--- src/member_set_with_selection_unit_defines.svh ---
// Assertion macros shared by the member set unit RTL.
`ifndef MEMBER_SET_WITH_SELECTION_UNIT_DEFINES_SVH
`define MEMBER_SET_WITH_SELECTION_UNIT_DEFINES_SVH

// Same-cycle implication, sampled on clk_i and held off during reset.
`define MSS_ASSERT_IMP(name, pre, post) \
  name: assert property (@(posedge clk_i) disable iff (!rst_ni) (pre) |-> (post)) \
    else $error("member set unit: same-cycle check failed");

// Next-cycle implication, sampled on clk_i and held off during reset.
`define MSS_ASSERT_NXT(name, pre, post) \
  name: assert property (@(posedge clk_i) disable iff (!rst_ni) (pre) |=> (post)) \
    else $error("member set unit: next-cycle check failed");

`endif

--- src/mss_pkg.sv ---
// Types and constants shared by the member set unit.
`default_nettype none

package mss_pkg;

  // Table size and derived widths.
  localparam int unsigned CAPACITY = 16;
  localparam int unsigned IDX_W    = (CAPACITY > 1) ? $clog2(CAPACITY) : 1;
  localparam int unsigned CNT_W    = $clog2(CAPACITY + 1);
  localparam int unsigned ID_W     = 64;
  localparam int unsigned MODE_W   = 3;
  localparam int unsigned MCNT_W   = 5;
  localparam int unsigned CTR_W    = 32;
  localparam int unsigned EV_NUM   = 8;

  // Request modes.
  typedef enum logic [MODE_W-1:0] {
    MODE_ADD      = 3'd0,
    MODE_REMOVE   = 3'd1,
    MODE_TEST     = 3'd2,
    MODE_SELECT   = 3'd3,
    MODE_DESELECT = 3'd4,
    MODE_ACTIVE   = 3'd5,
    MODE_ACK      = 3'd6,
    MODE_CLEAR    = 3'd7
  } mode_e;

  // Event counter slots.
  typedef enum logic [2:0] {
    EV_ADDED        = 3'd0,
    EV_REMOVED      = 3'd1,
    EV_SELECTED     = 3'd2,
    EV_DESELECTED   = 3'd3,
    EV_BAD_SELECT   = 3'd4,
    EV_BAD_DESELECT = 3'd5,
    EV_NOT_ACTIVE   = 3'd6,
    EV_NOT_MEMBER   = 3'd7
  } ev_e;

  // Controller states.
  typedef enum logic [1:0] {
    ST_IDLE   = 2'd0,
    ST_SCAN   = 2'd1,
    ST_DRAIN  = 2'd2,
    ST_COMMIT = 2'd3
  } state_e;

  // Commands from the controller to the datapath.
  typedef struct packed {
    logic load;    // capture a new request and restart the search
    logic issue;   // read the table entry under the scan pointer
    logic commit;  // apply the request and load the result register
  } cmd_t;

  // Status from the datapath to the controller.
  typedef struct packed {
    logic needs_scan;  // incoming request has to search the table
    logic scan_last;   // scan pointer sits on the last entry
    logic out_free;    // result register can take a new result
  } sts_t;

  // One result.
  typedef struct packed {
    logic                           accepted;
    logic                           table_full;
    logic [ID_W-1:0]                current_selection;
    logic [MCNT_W-1:0]              member_count;
    logic [EV_NUM-1:0][CTR_W-1:0]   totals;
  } rsp_t;

endpackage

`default_nettype wire

--- src/mss_req_if.sv ---
// Request channel: mode and identifier with a valid/ready handshake.
`default_nettype none

interface mss_req_if;
  import mss_pkg::*;

  logic              valid;
  logic              ready;
  logic [MODE_W-1:0] mode;
  logic [ID_W-1:0]   ident;

  modport source (output valid, output mode, output ident, input ready);
  modport sink (input valid, input mode, input ident, output ready);
endinterface

`default_nettype wire

--- src/mss_rsp_if.sv ---
// Result channel: status, selection, member count and event totals.
`default_nettype none

interface mss_rsp_if;
  import mss_pkg::*;

  logic              valid;
  logic              ready;
  logic              accepted;
  logic              table_full;
  logic [ID_W-1:0]   current_selection;
  logic [MCNT_W-1:0] member_count;
  logic [CTR_W-1:0]  added_total;
  logic [CTR_W-1:0]  removed_total;
  logic [CTR_W-1:0]  selected_total;
  logic [CTR_W-1:0]  deselected_total;
  logic [CTR_W-1:0]  bad_select_total;
  logic [CTR_W-1:0]  bad_deselect_total;
  logic [CTR_W-1:0]  not_active_total;
  logic [CTR_W-1:0]  not_member_total;

  modport source (
    output valid, output accepted, output table_full, output current_selection,
    output member_count, output added_total, output removed_total,
    output selected_total, output deselected_total, output bad_select_total,
    output bad_deselect_total, output not_active_total, output not_member_total,
    input ready
  );
  modport sink (
    input valid, input accepted, input table_full, input current_selection,
    input member_count, input added_total, input removed_total,
    input selected_total, input deselected_total, input bad_select_total,
    input bad_deselect_total, input not_active_total, input not_member_total,
    output ready
  );
endinterface

`default_nettype wire

--- src/mss_ram.sv ---
// Generic single-write, single-read RAM with a registered read port.
`default_nettype none

module mss_ram #(
  parameter int unsigned WIDTH = 8,
  parameter int unsigned DEPTH = 16,
  localparam int unsigned AddrW = (DEPTH > 1) ? $clog2(DEPTH) : 1
) (
  input  wire logic             clk_i,
  input  wire logic             we_i,
  input  wire logic [AddrW-1:0] waddr_i,
  input  wire logic [WIDTH-1:0] wdata_i,
  input  wire logic [AddrW-1:0] raddr_i,
  output logic      [WIDTH-1:0] rdata_o
);

  logic [WIDTH-1:0] mem [DEPTH];
  logic [WIDTH-1:0] rdata_q;

  // Write port.
  always_ff @(posedge clk_i) begin
    if (we_i) begin
      mem[waddr_i] <= wdata_i;
    end
  end

  // Registered read port.
  always_ff @(posedge clk_i) begin
    rdata_q <= mem[raddr_i];
  end

  assign rdata_o = rdata_q;

endmodule

`default_nettype wire

--- src/mss_datapath.sv ---
// Datapath: identifier table, valid bits, selection, counters and result register.
`default_nettype none

module mss_datapath (
  input  wire logic                       clk_i,
  input  wire logic                       rst_ni,
  input  wire logic [mss_pkg::MODE_W-1:0] mode_i,
  input  wire logic [mss_pkg::ID_W-1:0]   ident_i,
  input  wire mss_pkg::cmd_t              cmd_i,
  output mss_pkg::sts_t                   sts_o,
  mss_rsp_if.source                       rsp_o
);
  import mss_pkg::*;

  // Captured request.
  mode_e             mode_q;
  logic [ID_W-1:0]   ident_q;

  // Search state.
  logic [IDX_W-1:0]  scan_idx_q;
  logic              pend_q;
  logic [IDX_W-1:0]  pend_idx_q;
  logic              hit_q;
  logic [IDX_W-1:0]  hit_idx_q;
  logic              free_fnd_q;
  logic [IDX_W-1:0]  free_idx_q;
  logic [ID_W-1:0]   ram_rdata;
  logic              entry_match;

  // Architectural state.
  logic [CAPACITY-1:0]          valid_q, valid_d;
  logic [ID_W-1:0]              sel_q, sel_d;
  logic [CNT_W-1:0]             count_q, count_d;
  logic [EV_NUM-1:0][CTR_W-1:0] ev_q, ev_d;

  // Result register.
  rsp_t              rsp_q;
  logic              out_vld_q, out_vld_d;
  logic              ok;
  logic              full;
  logic              ram_we;
  mode_e             mode_in;

  // Capture the request payload when a transaction is taken.
  always_ff @(posedge clk_i) begin
    if (cmd_i.load) begin
      mode_q  <= mode_e'(mode_i);
      ident_q <= ident_i;
    end
  end

  // Identifier table; the scan pointer drives the read address.
  mss_ram #(
    .WIDTH (ID_W),
    .DEPTH (CAPACITY)
  ) u_id_ram (
    .clk_i   (clk_i),
    .we_i    (ram_we),
    .waddr_i (free_idx_q),
    .wdata_i (ident_q),
    .raddr_i (scan_idx_q),
    .rdata_o (ram_rdata)
  );

  assign entry_match = pend_q && valid_q[pend_idx_q] && (ram_rdata == ident_q);

  // Sequential search: one read issued per cycle, compared in the cycle after its issue.
  always_ff @(posedge clk_i or negedge rst_ni) begin
    if (!rst_ni) begin
      scan_idx_q <= '0;
      pend_q     <= 1'b0;
      pend_idx_q <= '0;
      hit_q      <= 1'b0;
      hit_idx_q  <= '0;
      free_fnd_q <= 1'b0;
      free_idx_q <= '0;
    end else if (cmd_i.load) begin
      scan_idx_q <= '0;
      pend_q     <= 1'b0;
      hit_q      <= 1'b0;
      free_fnd_q <= 1'b0;
    end else begin
      pend_q <= cmd_i.issue;
      if (cmd_i.issue) begin
        pend_idx_q <= scan_idx_q;
        if (!sts_o.scan_last) begin
          scan_idx_q <= scan_idx_q + IDX_W'(1);
        end
        if (!valid_q[scan_idx_q] && !free_fnd_q) begin
          free_fnd_q <= 1'b1;
          free_idx_q <= scan_idx_q;
        end
      end
      if (entry_match) begin
        hit_q     <= 1'b1;
        hit_idx_q <= pend_idx_q;
      end
    end
  end

  // Request execution; state only moves on commit.
  always_comb begin
    valid_d = valid_q;
    sel_d   = sel_q;
    count_d = count_q;
    ev_d    = ev_q;
    ok      = 1'b0;
    full    = 1'b0;
    ram_we  = 1'b0;
    if (cmd_i.commit) begin
      case (mode_q)
        MODE_ADD: begin
          if (hit_q) begin
            sel_d = ident_q;
            ok    = 1'b1;
          end else if (free_fnd_q) begin
            ram_we              = 1'b1;
            valid_d[free_idx_q] = 1'b1;
            count_d             = count_q + CNT_W'(1);
            ev_d[EV_ADDED]      = ev_q[EV_ADDED] + CTR_W'(1);
            sel_d               = ident_q;
            ok                  = 1'b1;
          end else begin
            full = 1'b1;
          end
        end
        MODE_REMOVE: begin
          if (hit_q) begin
            valid_d[hit_idx_q] = 1'b0;
            count_d            = count_q - CNT_W'(1);
            ev_d[EV_REMOVED]   = ev_q[EV_REMOVED] + CTR_W'(1);
            if (sel_q == ident_q) begin
              sel_d = '0;
            end
            ok = 1'b1;
          end
        end
        MODE_TEST: begin
          ok = hit_q;
        end
        MODE_SELECT: begin
          if (hit_q) begin
            sel_d             = ident_q;
            ev_d[EV_SELECTED] = ev_q[EV_SELECTED] + CTR_W'(1);
            ok                = 1'b1;
          end else begin
            ev_d[EV_BAD_SELECT] = ev_q[EV_BAD_SELECT] + CTR_W'(1);
          end
        end
        MODE_DESELECT: begin
          if ((ident_q != '0) && (ident_q == sel_q)) begin
            sel_d               = '0;
            ev_d[EV_DESELECTED] = ev_q[EV_DESELECTED] + CTR_W'(1);
            ok                  = 1'b1;
          end else begin
            ev_d[EV_BAD_DESELECT] = ev_q[EV_BAD_DESELECT] + CTR_W'(1);
          end
        end
        MODE_ACTIVE: begin
          if ((ident_q != '0) && (ident_q == sel_q)) begin
            ok = 1'b1;
          end else begin
            ev_d[EV_NOT_ACTIVE] = ev_q[EV_NOT_ACTIVE] + CTR_W'(1);
          end
        end
        MODE_ACK: begin
          if (hit_q) begin
            ok = 1'b1;
          end else begin
            ev_d[EV_NOT_MEMBER] = ev_q[EV_NOT_MEMBER] + CTR_W'(1);
          end
        end
        MODE_CLEAR: begin
          ev_d[EV_REMOVED] = ev_q[EV_REMOVED] + CTR_W'(count_q);
          valid_d          = '0;
          count_d          = '0;
          sel_d            = '0;
          ok               = 1'b1;
        end
        default: begin
          ok = 1'b0;
        end
      endcase
    end
  end

  // Result slot: filled on commit, emptied when the sink takes it.
  always_comb begin
    out_vld_d = out_vld_q;
    if (cmd_i.commit) begin
      out_vld_d = 1'b1;
    end else if (rsp_o.ready) begin
      out_vld_d = 1'b0;
    end
  end

  // Set state, counters and result valid.
  always_ff @(posedge clk_i or negedge rst_ni) begin
    if (!rst_ni) begin
      valid_q   <= '0;
      sel_q     <= '0;
      count_q   <= '0;
      ev_q      <= '0;
      out_vld_q <= 1'b0;
    end else begin
      valid_q   <= valid_d;
      sel_q     <= sel_d;
      count_q   <= count_d;
      ev_q      <= ev_d;
      out_vld_q <= out_vld_d;
    end
  end

  // Result payload, taken from the state after the step.
  always_ff @(posedge clk_i) begin
    if (cmd_i.commit) begin
      rsp_q.accepted          <= ok;
      rsp_q.table_full        <= full;
      rsp_q.current_selection <= sel_d;
      rsp_q.member_count      <= MCNT_W'(count_d);
      rsp_q.totals            <= ev_d;
    end
  end

  // Status for the controller.
  assign mode_in           = mode_e'(mode_i);
  assign sts_o.needs_scan  = (mode_in != MODE_DESELECT) && (mode_in != MODE_ACTIVE) &&
                             (mode_in != MODE_CLEAR);
  assign sts_o.scan_last   = (scan_idx_q == IDX_W'(CAPACITY - 1));
  assign sts_o.out_free    = !out_vld_q || rsp_o.ready;

  // Result channel.
  assign rsp_o.valid              = out_vld_q;
  assign rsp_o.accepted           = rsp_q.accepted;
  assign rsp_o.table_full         = rsp_q.table_full;
  assign rsp_o.current_selection  = rsp_q.current_selection;
  assign rsp_o.member_count       = rsp_q.member_count;
  assign rsp_o.added_total        = rsp_q.totals[EV_ADDED];
  assign rsp_o.removed_total      = rsp_q.totals[EV_REMOVED];
  assign rsp_o.selected_total     = rsp_q.totals[EV_SELECTED];
  assign rsp_o.deselected_total   = rsp_q.totals[EV_DESELECTED];
  assign rsp_o.bad_select_total   = rsp_q.totals[EV_BAD_SELECT];
  assign rsp_o.bad_deselect_total = rsp_q.totals[EV_BAD_DESELECT];
  assign rsp_o.not_active_total   = rsp_q.totals[EV_NOT_ACTIVE];
  assign rsp_o.not_member_total   = rsp_q.totals[EV_NOT_MEMBER];

endmodule

`default_nettype wire

--- src/mss_ctrl.sv ---
// Controller: sequences request capture, table scan and commit.
`default_nettype none

module mss_ctrl (
  input  wire logic          clk_i,
  input  wire logic          rst_ni,
  input  wire logic          req_valid_i,
  input  wire mss_pkg::sts_t sts_i,
  output logic               req_ready_o,
  output mss_pkg::cmd_t      cmd_o
);
  import mss_pkg::*;

  state_e state_q, state_d;

  // State register.
  always_ff @(posedge clk_i or negedge rst_ni) begin
    if (!rst_ni) begin
      state_q <= ST_IDLE;
    end else begin
      state_q <= state_d;
    end
  end

  // Next state and commands.
  always_comb begin
    state_d     = state_q;
    req_ready_o = 1'b0;
    cmd_o       = '0;
    case (state_q)
      ST_IDLE: begin
        req_ready_o = 1'b1;
        if (req_valid_i) begin
          cmd_o.load = 1'b1;
          state_d    = sts_i.needs_scan ? ST_SCAN : ST_COMMIT;
        end
      end
      ST_SCAN: begin
        cmd_o.issue = 1'b1;
        if (sts_i.scan_last) begin
          state_d = ST_DRAIN;
        end
      end
      ST_DRAIN: begin
        // The last read returns and is compared in this cycle.
        state_d = ST_COMMIT;
      end
      ST_COMMIT: begin
        if (sts_i.out_free) begin
          cmd_o.commit = 1'b1;
          state_d      = ST_IDLE;
        end
      end
      default: begin
        state_d = ST_IDLE;
      end
    endcase
  end

endmodule

`default_nettype wire

--- src/member_set_with_selection_unit.sv ---
// Top level of the member set unit with its selection and event counters.
`default_nettype none
`include "member_set_with_selection_unit_defines.svh"

// Holds up to CAPACITY distinct 64-bit identifiers and one selected
// identifier (zero means none), and answers one request at a time with one
// result carrying the status, the selection, the member count and eight
// wrapping event totals. Requests that look up the table (add, remove, test,
// select, ack permission) walk the identifier RAM through its single read
// port, one entry per cycle, in the scan state, then pass through drain and
// commit. Deselect, active check and clear go from acceptance straight to the
// commit state. A result sits in an output register until taken; the next
// request is accepted meanwhile and waits at commit only if the previous
// result has still not been taken. An add into a full table is refused
// with table_full set and changes nothing.
module member_set_with_selection_unit (
  input wire logic  clk_i,
  input wire logic  rst_ni,
  mss_req_if.sink   req_i,
  mss_rsp_if.source rsp_o
);
  import mss_pkg::*;

  cmd_t cmd;
  sts_t sts;

  // Sequencer.
  mss_ctrl u_ctrl (
    .clk_i       (clk_i),
    .rst_ni      (rst_ni),
    .req_valid_i (req_i.valid),
    .sts_i       (sts),
    .req_ready_o (req_i.ready),
    .cmd_o       (cmd)
  );

  // Table, selection, counters and result register.
  mss_datapath u_datapath (
    .clk_i   (clk_i),
    .rst_ni  (rst_ni),
    .mode_i  (req_i.mode),
    .ident_i (req_i.ident),
    .cmd_i   (cmd),
    .sts_o   (sts),
    .rsp_o   (rsp_o)
  );

  // One request in flight: acceptance closes the request channel.
  `MSS_ASSERT_NXT(a_one_in_flight, req_i.valid && req_i.ready, !req_i.ready)
  // A commit never overwrites a result that has not been taken.
  `MSS_ASSERT_IMP(a_commit_slot_free, cmd.commit, sts.out_free)
  // A refused add is never reported as accepted.
  `MSS_ASSERT_IMP(a_full_not_ok, rsp_o.valid && rsp_o.table_full, !rsp_o.accepted)
  // A refused add only happens with every slot in use.
  `MSS_ASSERT_IMP(a_full_count, rsp_o.valid && rsp_o.table_full,
                  rsp_o.member_count == MCNT_W'(CAPACITY))

endmodule

`default_nettype wire
--- src/flat_wrapper.sv ---
// flat-port wrapper written by rule: the top's interface ports become plain ports
module member_set_with_selection_unit_flat import mss_pkg::*;
  (clk_i, rst_ni, req_i_valid, req_i_mode, req_i_ident, req_i_ready, rsp_o_valid, rsp_o_accepted, rsp_o_table_full, rsp_o_current_selection, rsp_o_member_count, rsp_o_added_total, rsp_o_removed_total, rsp_o_selected_total, rsp_o_deselected_total, rsp_o_bad_select_total, rsp_o_bad_deselect_total, rsp_o_not_active_total, rsp_o_not_member_total, rsp_o_ready);
  mss_req_if req_i_i ();
  mss_rsp_if rsp_o_i ();
  input wire logic clk_i;
  input wire logic rst_ni;
  input wire logic [$bits(req_i_i.valid)-1:0] req_i_valid;
  input wire logic [$bits(req_i_i.mode)-1:0] req_i_mode;
  input wire logic [$bits(req_i_i.ident)-1:0] req_i_ident;
  output wire logic [$bits(req_i_i.ready)-1:0] req_i_ready;
  output wire logic [$bits(rsp_o_i.valid)-1:0] rsp_o_valid;
  output wire logic [$bits(rsp_o_i.accepted)-1:0] rsp_o_accepted;
  output wire logic [$bits(rsp_o_i.table_full)-1:0] rsp_o_table_full;
  output wire logic [$bits(rsp_o_i.current_selection)-1:0] rsp_o_current_selection;
  output wire logic [$bits(rsp_o_i.member_count)-1:0] rsp_o_member_count;
  output wire logic [$bits(rsp_o_i.added_total)-1:0] rsp_o_added_total;
  output wire logic [$bits(rsp_o_i.removed_total)-1:0] rsp_o_removed_total;
  output wire logic [$bits(rsp_o_i.selected_total)-1:0] rsp_o_selected_total;
  output wire logic [$bits(rsp_o_i.deselected_total)-1:0] rsp_o_deselected_total;
  output wire logic [$bits(rsp_o_i.bad_select_total)-1:0] rsp_o_bad_select_total;
  output wire logic [$bits(rsp_o_i.bad_deselect_total)-1:0] rsp_o_bad_deselect_total;
  output wire logic [$bits(rsp_o_i.not_active_total)-1:0] rsp_o_not_active_total;
  output wire logic [$bits(rsp_o_i.not_member_total)-1:0] rsp_o_not_member_total;
  input wire logic [$bits(rsp_o_i.ready)-1:0] rsp_o_ready;
  assign req_i_i.valid = req_i_valid;
  assign req_i_i.mode = req_i_mode;
  assign req_i_i.ident = req_i_ident;
  assign req_i_ready = req_i_i.ready;
  assign rsp_o_valid = rsp_o_i.valid;
  assign rsp_o_accepted = rsp_o_i.accepted;
  assign rsp_o_table_full = rsp_o_i.table_full;
  assign rsp_o_current_selection = rsp_o_i.current_selection;
  assign rsp_o_member_count = rsp_o_i.member_count;
  assign rsp_o_added_total = rsp_o_i.added_total;
  assign rsp_o_removed_total = rsp_o_i.removed_total;
  assign rsp_o_selected_total = rsp_o_i.selected_total;
  assign rsp_o_deselected_total = rsp_o_i.deselected_total;
  assign rsp_o_bad_select_total = rsp_o_i.bad_select_total;
  assign rsp_o_bad_deselect_total = rsp_o_i.bad_deselect_total;
  assign rsp_o_not_active_total = rsp_o_i.not_active_total;
  assign rsp_o_not_member_total = rsp_o_i.not_member_total;
  assign rsp_o_i.ready = rsp_o_ready;
  member_set_with_selection_unit u_core (.clk_i(clk_i), .rst_ni(rst_ni), .req_i(req_i_i), .rsp_o(rsp_o_i));
endmodule
--- config.mk ---
export PLATFORM = sky130hd
export DESIGN_NAME = member_set_with_selection_unit_flat
export DESIGN_NICKNAME = d
export VERILOG_FILES = /design/src/mss_pkg.sv /design/src/mss_req_if.sv /design/src/mss_rsp_if.sv /design/src/mss_ram.sv /design/src/mss_datapath.sv /design/src/mss_ctrl.sv /design/src/member_set_with_selection_unit.sv /design/src/flat_wrapper.sv
export VERILOG_INCLUDE_DIRS = /design/src /design/src/src
export SDC_FILE = /design/constraint.sdc
export NUM_CORES = 2
export LEC_CHECK = 0
export BUFFER_PORTS_ARGS = -buffer_cell sky130_fd_sc_hd__clkbuf_2
export CAP_MARGIN = 5
export CORE_MARGIN = 2
export CORE_UTILIZATION = 42
export CTS_CLUSTER_SIZE = 16
export DETAILED_ROUTE_END_ITERATION = 10
export HOLD_SLACK_MARGIN = 0.06
export PLACE_DENSITY_LB_ADDON = 0.12
export SLEW_MARGIN = 20
export SYNTH_ARGS = -nofsm -noshare
export SYNTH_HDL_FRONTEND = slang
export SYNTH_SLANG_ARGS = --single-unit
--- constraint.sdc ---
create_clock -name clk_i -period 10.5 [get_ports clk_i]
set_input_delay 0.525 -clock clk_i [delete_from_list [all_inputs] [get_ports clk_i]]
set_output_delay 0.525 -clock clk_i [all_outputs]
set_load 0.05 [all_outputs]
==> impl_metrics.toml <==
[worst_setup_path]
reg2reg_from = "u_core.u_datapath.ident_q[63]$_DFFE_PP_"
endpoint_kind = "flop"
worst_ep_arrival_time_ns = 5.11
required_ns = 10.98
regToRegEndpoint = "u_core.u_datapath.rsp_o.current_selection[16]$_DFFE_PP_"
path_max_fanout = 64
rrSetupSlack_ns = 5.86
start_kind = "flop"
reg2reg_depth = 9
crit_type = "flop to flop"

[run]
max_cap_viol_count = 0

[sta]
period_needed_ns = 4.64
timing.fmax_mhz = 216
rsz0062_at_grt = "false"
hold_violations = 0
finalSetupViolCount = 0
drv_slew = 0
fin_tns_setup_ns = 0
timing.slew.headroom = 0.223
worst_slack_ns = 5.86
period_share = 0.442
tightest_slew_ns = 1.16
finClkSkew_ns = 0.0335

[power]
powerDensity_nw_per_um2 = 275
power_mw = 22.8
vdd_ir_drop_max_v = 0.000219
leakage_nw = 29.2

[grt]
grt_pass1_wl_um = 279000
antenna_found_initial = 1
grt_max_degree = 150
overflow = 0
grt_pass1_vias = 38586
grt_usage = 0.224

[logic_synthesis]
synth-simple-area-share = 0.0562
synthMuxAreaShare = 0.108
synth_edf_count = 1418
syn_inst = 3835
synth_cell_types = 67
synth_top_area_share = 0.601
synth-compound-area-share = 0.0293
synth_seq_area_share = 0.747
ys_warn_count = 0
synth_xor_area_frac = 0.0440
syn_avg_cell_area_sq_um = 18.5
synthTopCellsByArea = "edfxtp_1 (60%), dfrtp_1 (13%), mux4_2 (10%)"
synth_fp_nets = 3927
synth_top_family_by_area = "multiplexers"
synth_seq_cells = 1845
synth_ff_type = "edfxtp_1"
syn_area_sq_um = 70900
yosysTopAreaCell = "edfxtp_1"
synthAdderAreaFrac = 0.00381
synthArstFlopShare = 0.197

[min_path]
hold_start = "rsp_o_ready"
worstHoldEndpoint = "u_core.u_datapath.rsp_o.valid$_DFFE_PN0P_"
worstHoldPathCells = 3
min_path_type = "input port to flop"

[route]
drt_iter0_drc = 3805
firstDrtPassIters = 5
drt_wl_total_um = 194000
ant_nets = 0
routed_via_density = 5.62
vias = 38233
wl_per_cell_um = 28.6
drc = 0

[cells_and_area]
area_delta_synth_final_pct = 17.2
mostFrequentLayoutCells = "edfxtp_1 (1418), clkbuf_2 (398), dfrtp_1 (359), mux4_2 (329), xnor2_1 (209)"
postLayoutCoreUtil = 0.496
final_common_cell = "edfxtp_1"
drive_above_1_share = 0.255
finalNetCount = 4517

[floorplan]
start_util = 0.423
die_width_um = 415
die_h_um = 415
io_pins = 400
rows = 150
core-area_sq_um = 167000
die_area_sq_um = 172000

[clocking]
clock_sinks = 1845
clkLatencyLatePin_ns = 0.82
cts_tree = "built"
h-tree-depth = 4
cts.clk_slew.worst_paths_ns = 0.06
cts_buffers = 190
cts_root_buf = "clkbuf_16"
cts_setup_buffers = 0
clockBufferDepth = 3

[place]
place.gp.congestion = 0.823
dp_hpwl_um = 113000
numPortBuffers = 399
post-place-ws_ns = 5.96

[status]
status = "completed"
synthesized netlist by cell type (5+ instances only):
cell	number
mux2_2	19
nor3_1	49
mux4_2	329
o311ai_0	49
o211ai_1	50
and4_1	22
a22oi_1	14
a31oi_1	10
o41ai_1	15
buf_1	38
a21oi_1	41
nor4_1	49
o22a_1	10
mux2i_1	5
nand3_1	108
ha_1	20
nand4_1	90
or3_1	6
edfxtp_1	1418
and3_1	47
clkbuf_1	97
nor2_1	107
nand2_1	184
nand2b_1	61
dfxtp_1	64
dfrtp_1	363
buf_2	15
inv_1	52
o22ai_1	9
xnor2_1	209
xor2_1	147
o21ai_0	41
and2_1	19
nor2b_1	13
sequential cells by signal (all words and copies together), names as in the netlist, 64 cells and up:
register	cells
u_core.u_datapath.u_id_ram.mem	1024
u_core.u_datapath.sel_q	64
u_core.u_datapath.ev_q	256
u_core.u_datapath.u_id_ram.rdata_o	64
u_core.u_datapath.ident_q	64
u_core.u_datapath.rsp_o.current_selection	64
worst max path at each step:
stage / start / to / slack, ns / cells past startpoint
global route: u_core.u_datapath.ident_q[17]$_DFFE_PP_ / u_core.u_datapath.rsp_o.not_active_total[29]$_DFFE_PP_ / 5.67 / 6
finish: u_core.u_datapath.ident_q[63]$_DFFE_PP_ / u_core.u_datapath.rsp_o.current_selection[16]$_DFFE_PP_ / 5.86 / 9
CTS: u_core.u_datapath.ident_q[30]$_DFFE_PP_ / u_core.u_datapath.rsp_o.not_active_total[29]$_DFFE_PP_ / 5.98 / 6
floorplan: u_core.u_datapath.rsp_o.valid$_DFFE_PN0P_ / u_core.u_datapath.rsp_o.member_count[2]$_DFFE_PP_ / 4.08 / 7
global placement: u_core.u_datapath.ident_q[30]$_DFFE_PP_ / u_core.u_datapath.rsp_o.not_active_total[31]$_DFFE_PP_ / 5.95 / 6
detailed placement: u_core.u_datapath.ident_q[30]$_DFFE_PP_ / u_core.u_datapath.rsp_o.not_active_total[29]$_DFFE_PP_ / 5.96 / 6
where the power goes:
part / internal, mW / switching, mW / leakage, nW
Sequential: 9.07 / 0.852 / 18.0
Combinational: 1.88 / 4.00 / 7.97
Clock: 4.14 / 2.86 / 3.20
Total: 15.1 / 7.72 / 29.2
per-layer routing:
metal / vias to the layer above / global-route usage / wire (um)
met5: - / 0 / 0
met4: 0 / 0.0731 / 6120
met3: 284 / 0.0346 / 11100
met2: 1279 / 0.365 / 95100
met1: 20291 / 0.309 / 81700
li1: 16379 / - / -
layout make-up:
type / instances / area (sq um)
fill: 13919 / 84300
sequential: 1845 / 53000
multi-input combinational: 1784 / 17300
clock buffer: 252 / 5220
timing repair buffer: 552 / 3370
tap: 2204 / 2760
clock inverter: 108 / 1280
inverter: 52 / 205
antenna: 1 / 2.50
per-stage QoR:
stage,instances,instance area [sq um],hold slack (ns)
5_1_grt,6797,83100,0.150
3_3_place_gp,6368,75900,0.455
6_report,6798,83100,0.185
3_5_place_dp,6368,75900,0.448
4_1_cts,6797,83100,0.102
2_1_floorplan,3835,70900,0.229
logic make-up (layout without fill, tap and decap cells):
kind of cell | Yosys count | count (layout)
flops | 1845 | 1845
simple gates | 770 | 770
xor+xnor | 356 | 356
mux | 353 | 353
compound gates | 284 | 284
buf+inv | 206 | 964
fa+ha+maj | 21 | 21
other cells | 0 | 1
repair_timing:
item	4_1_cts	5_1_grt
hold endpoints to repair	163	0
resized for setup	0	0
hold buffers	69	0
worst max-delay path: stages (launching register included):
cell and delay [ns]:
edfxtp_1 0.87, xor2_1 0.18, nor4_1 0.79, nand4_1 0.20
nor4_2 0.29, buf_4 0.32, nand2_1 0.22, a21oi_4 0.23
buf_4 0.67, o311ai_0 0.34
(Power assumes the default switching activity.)
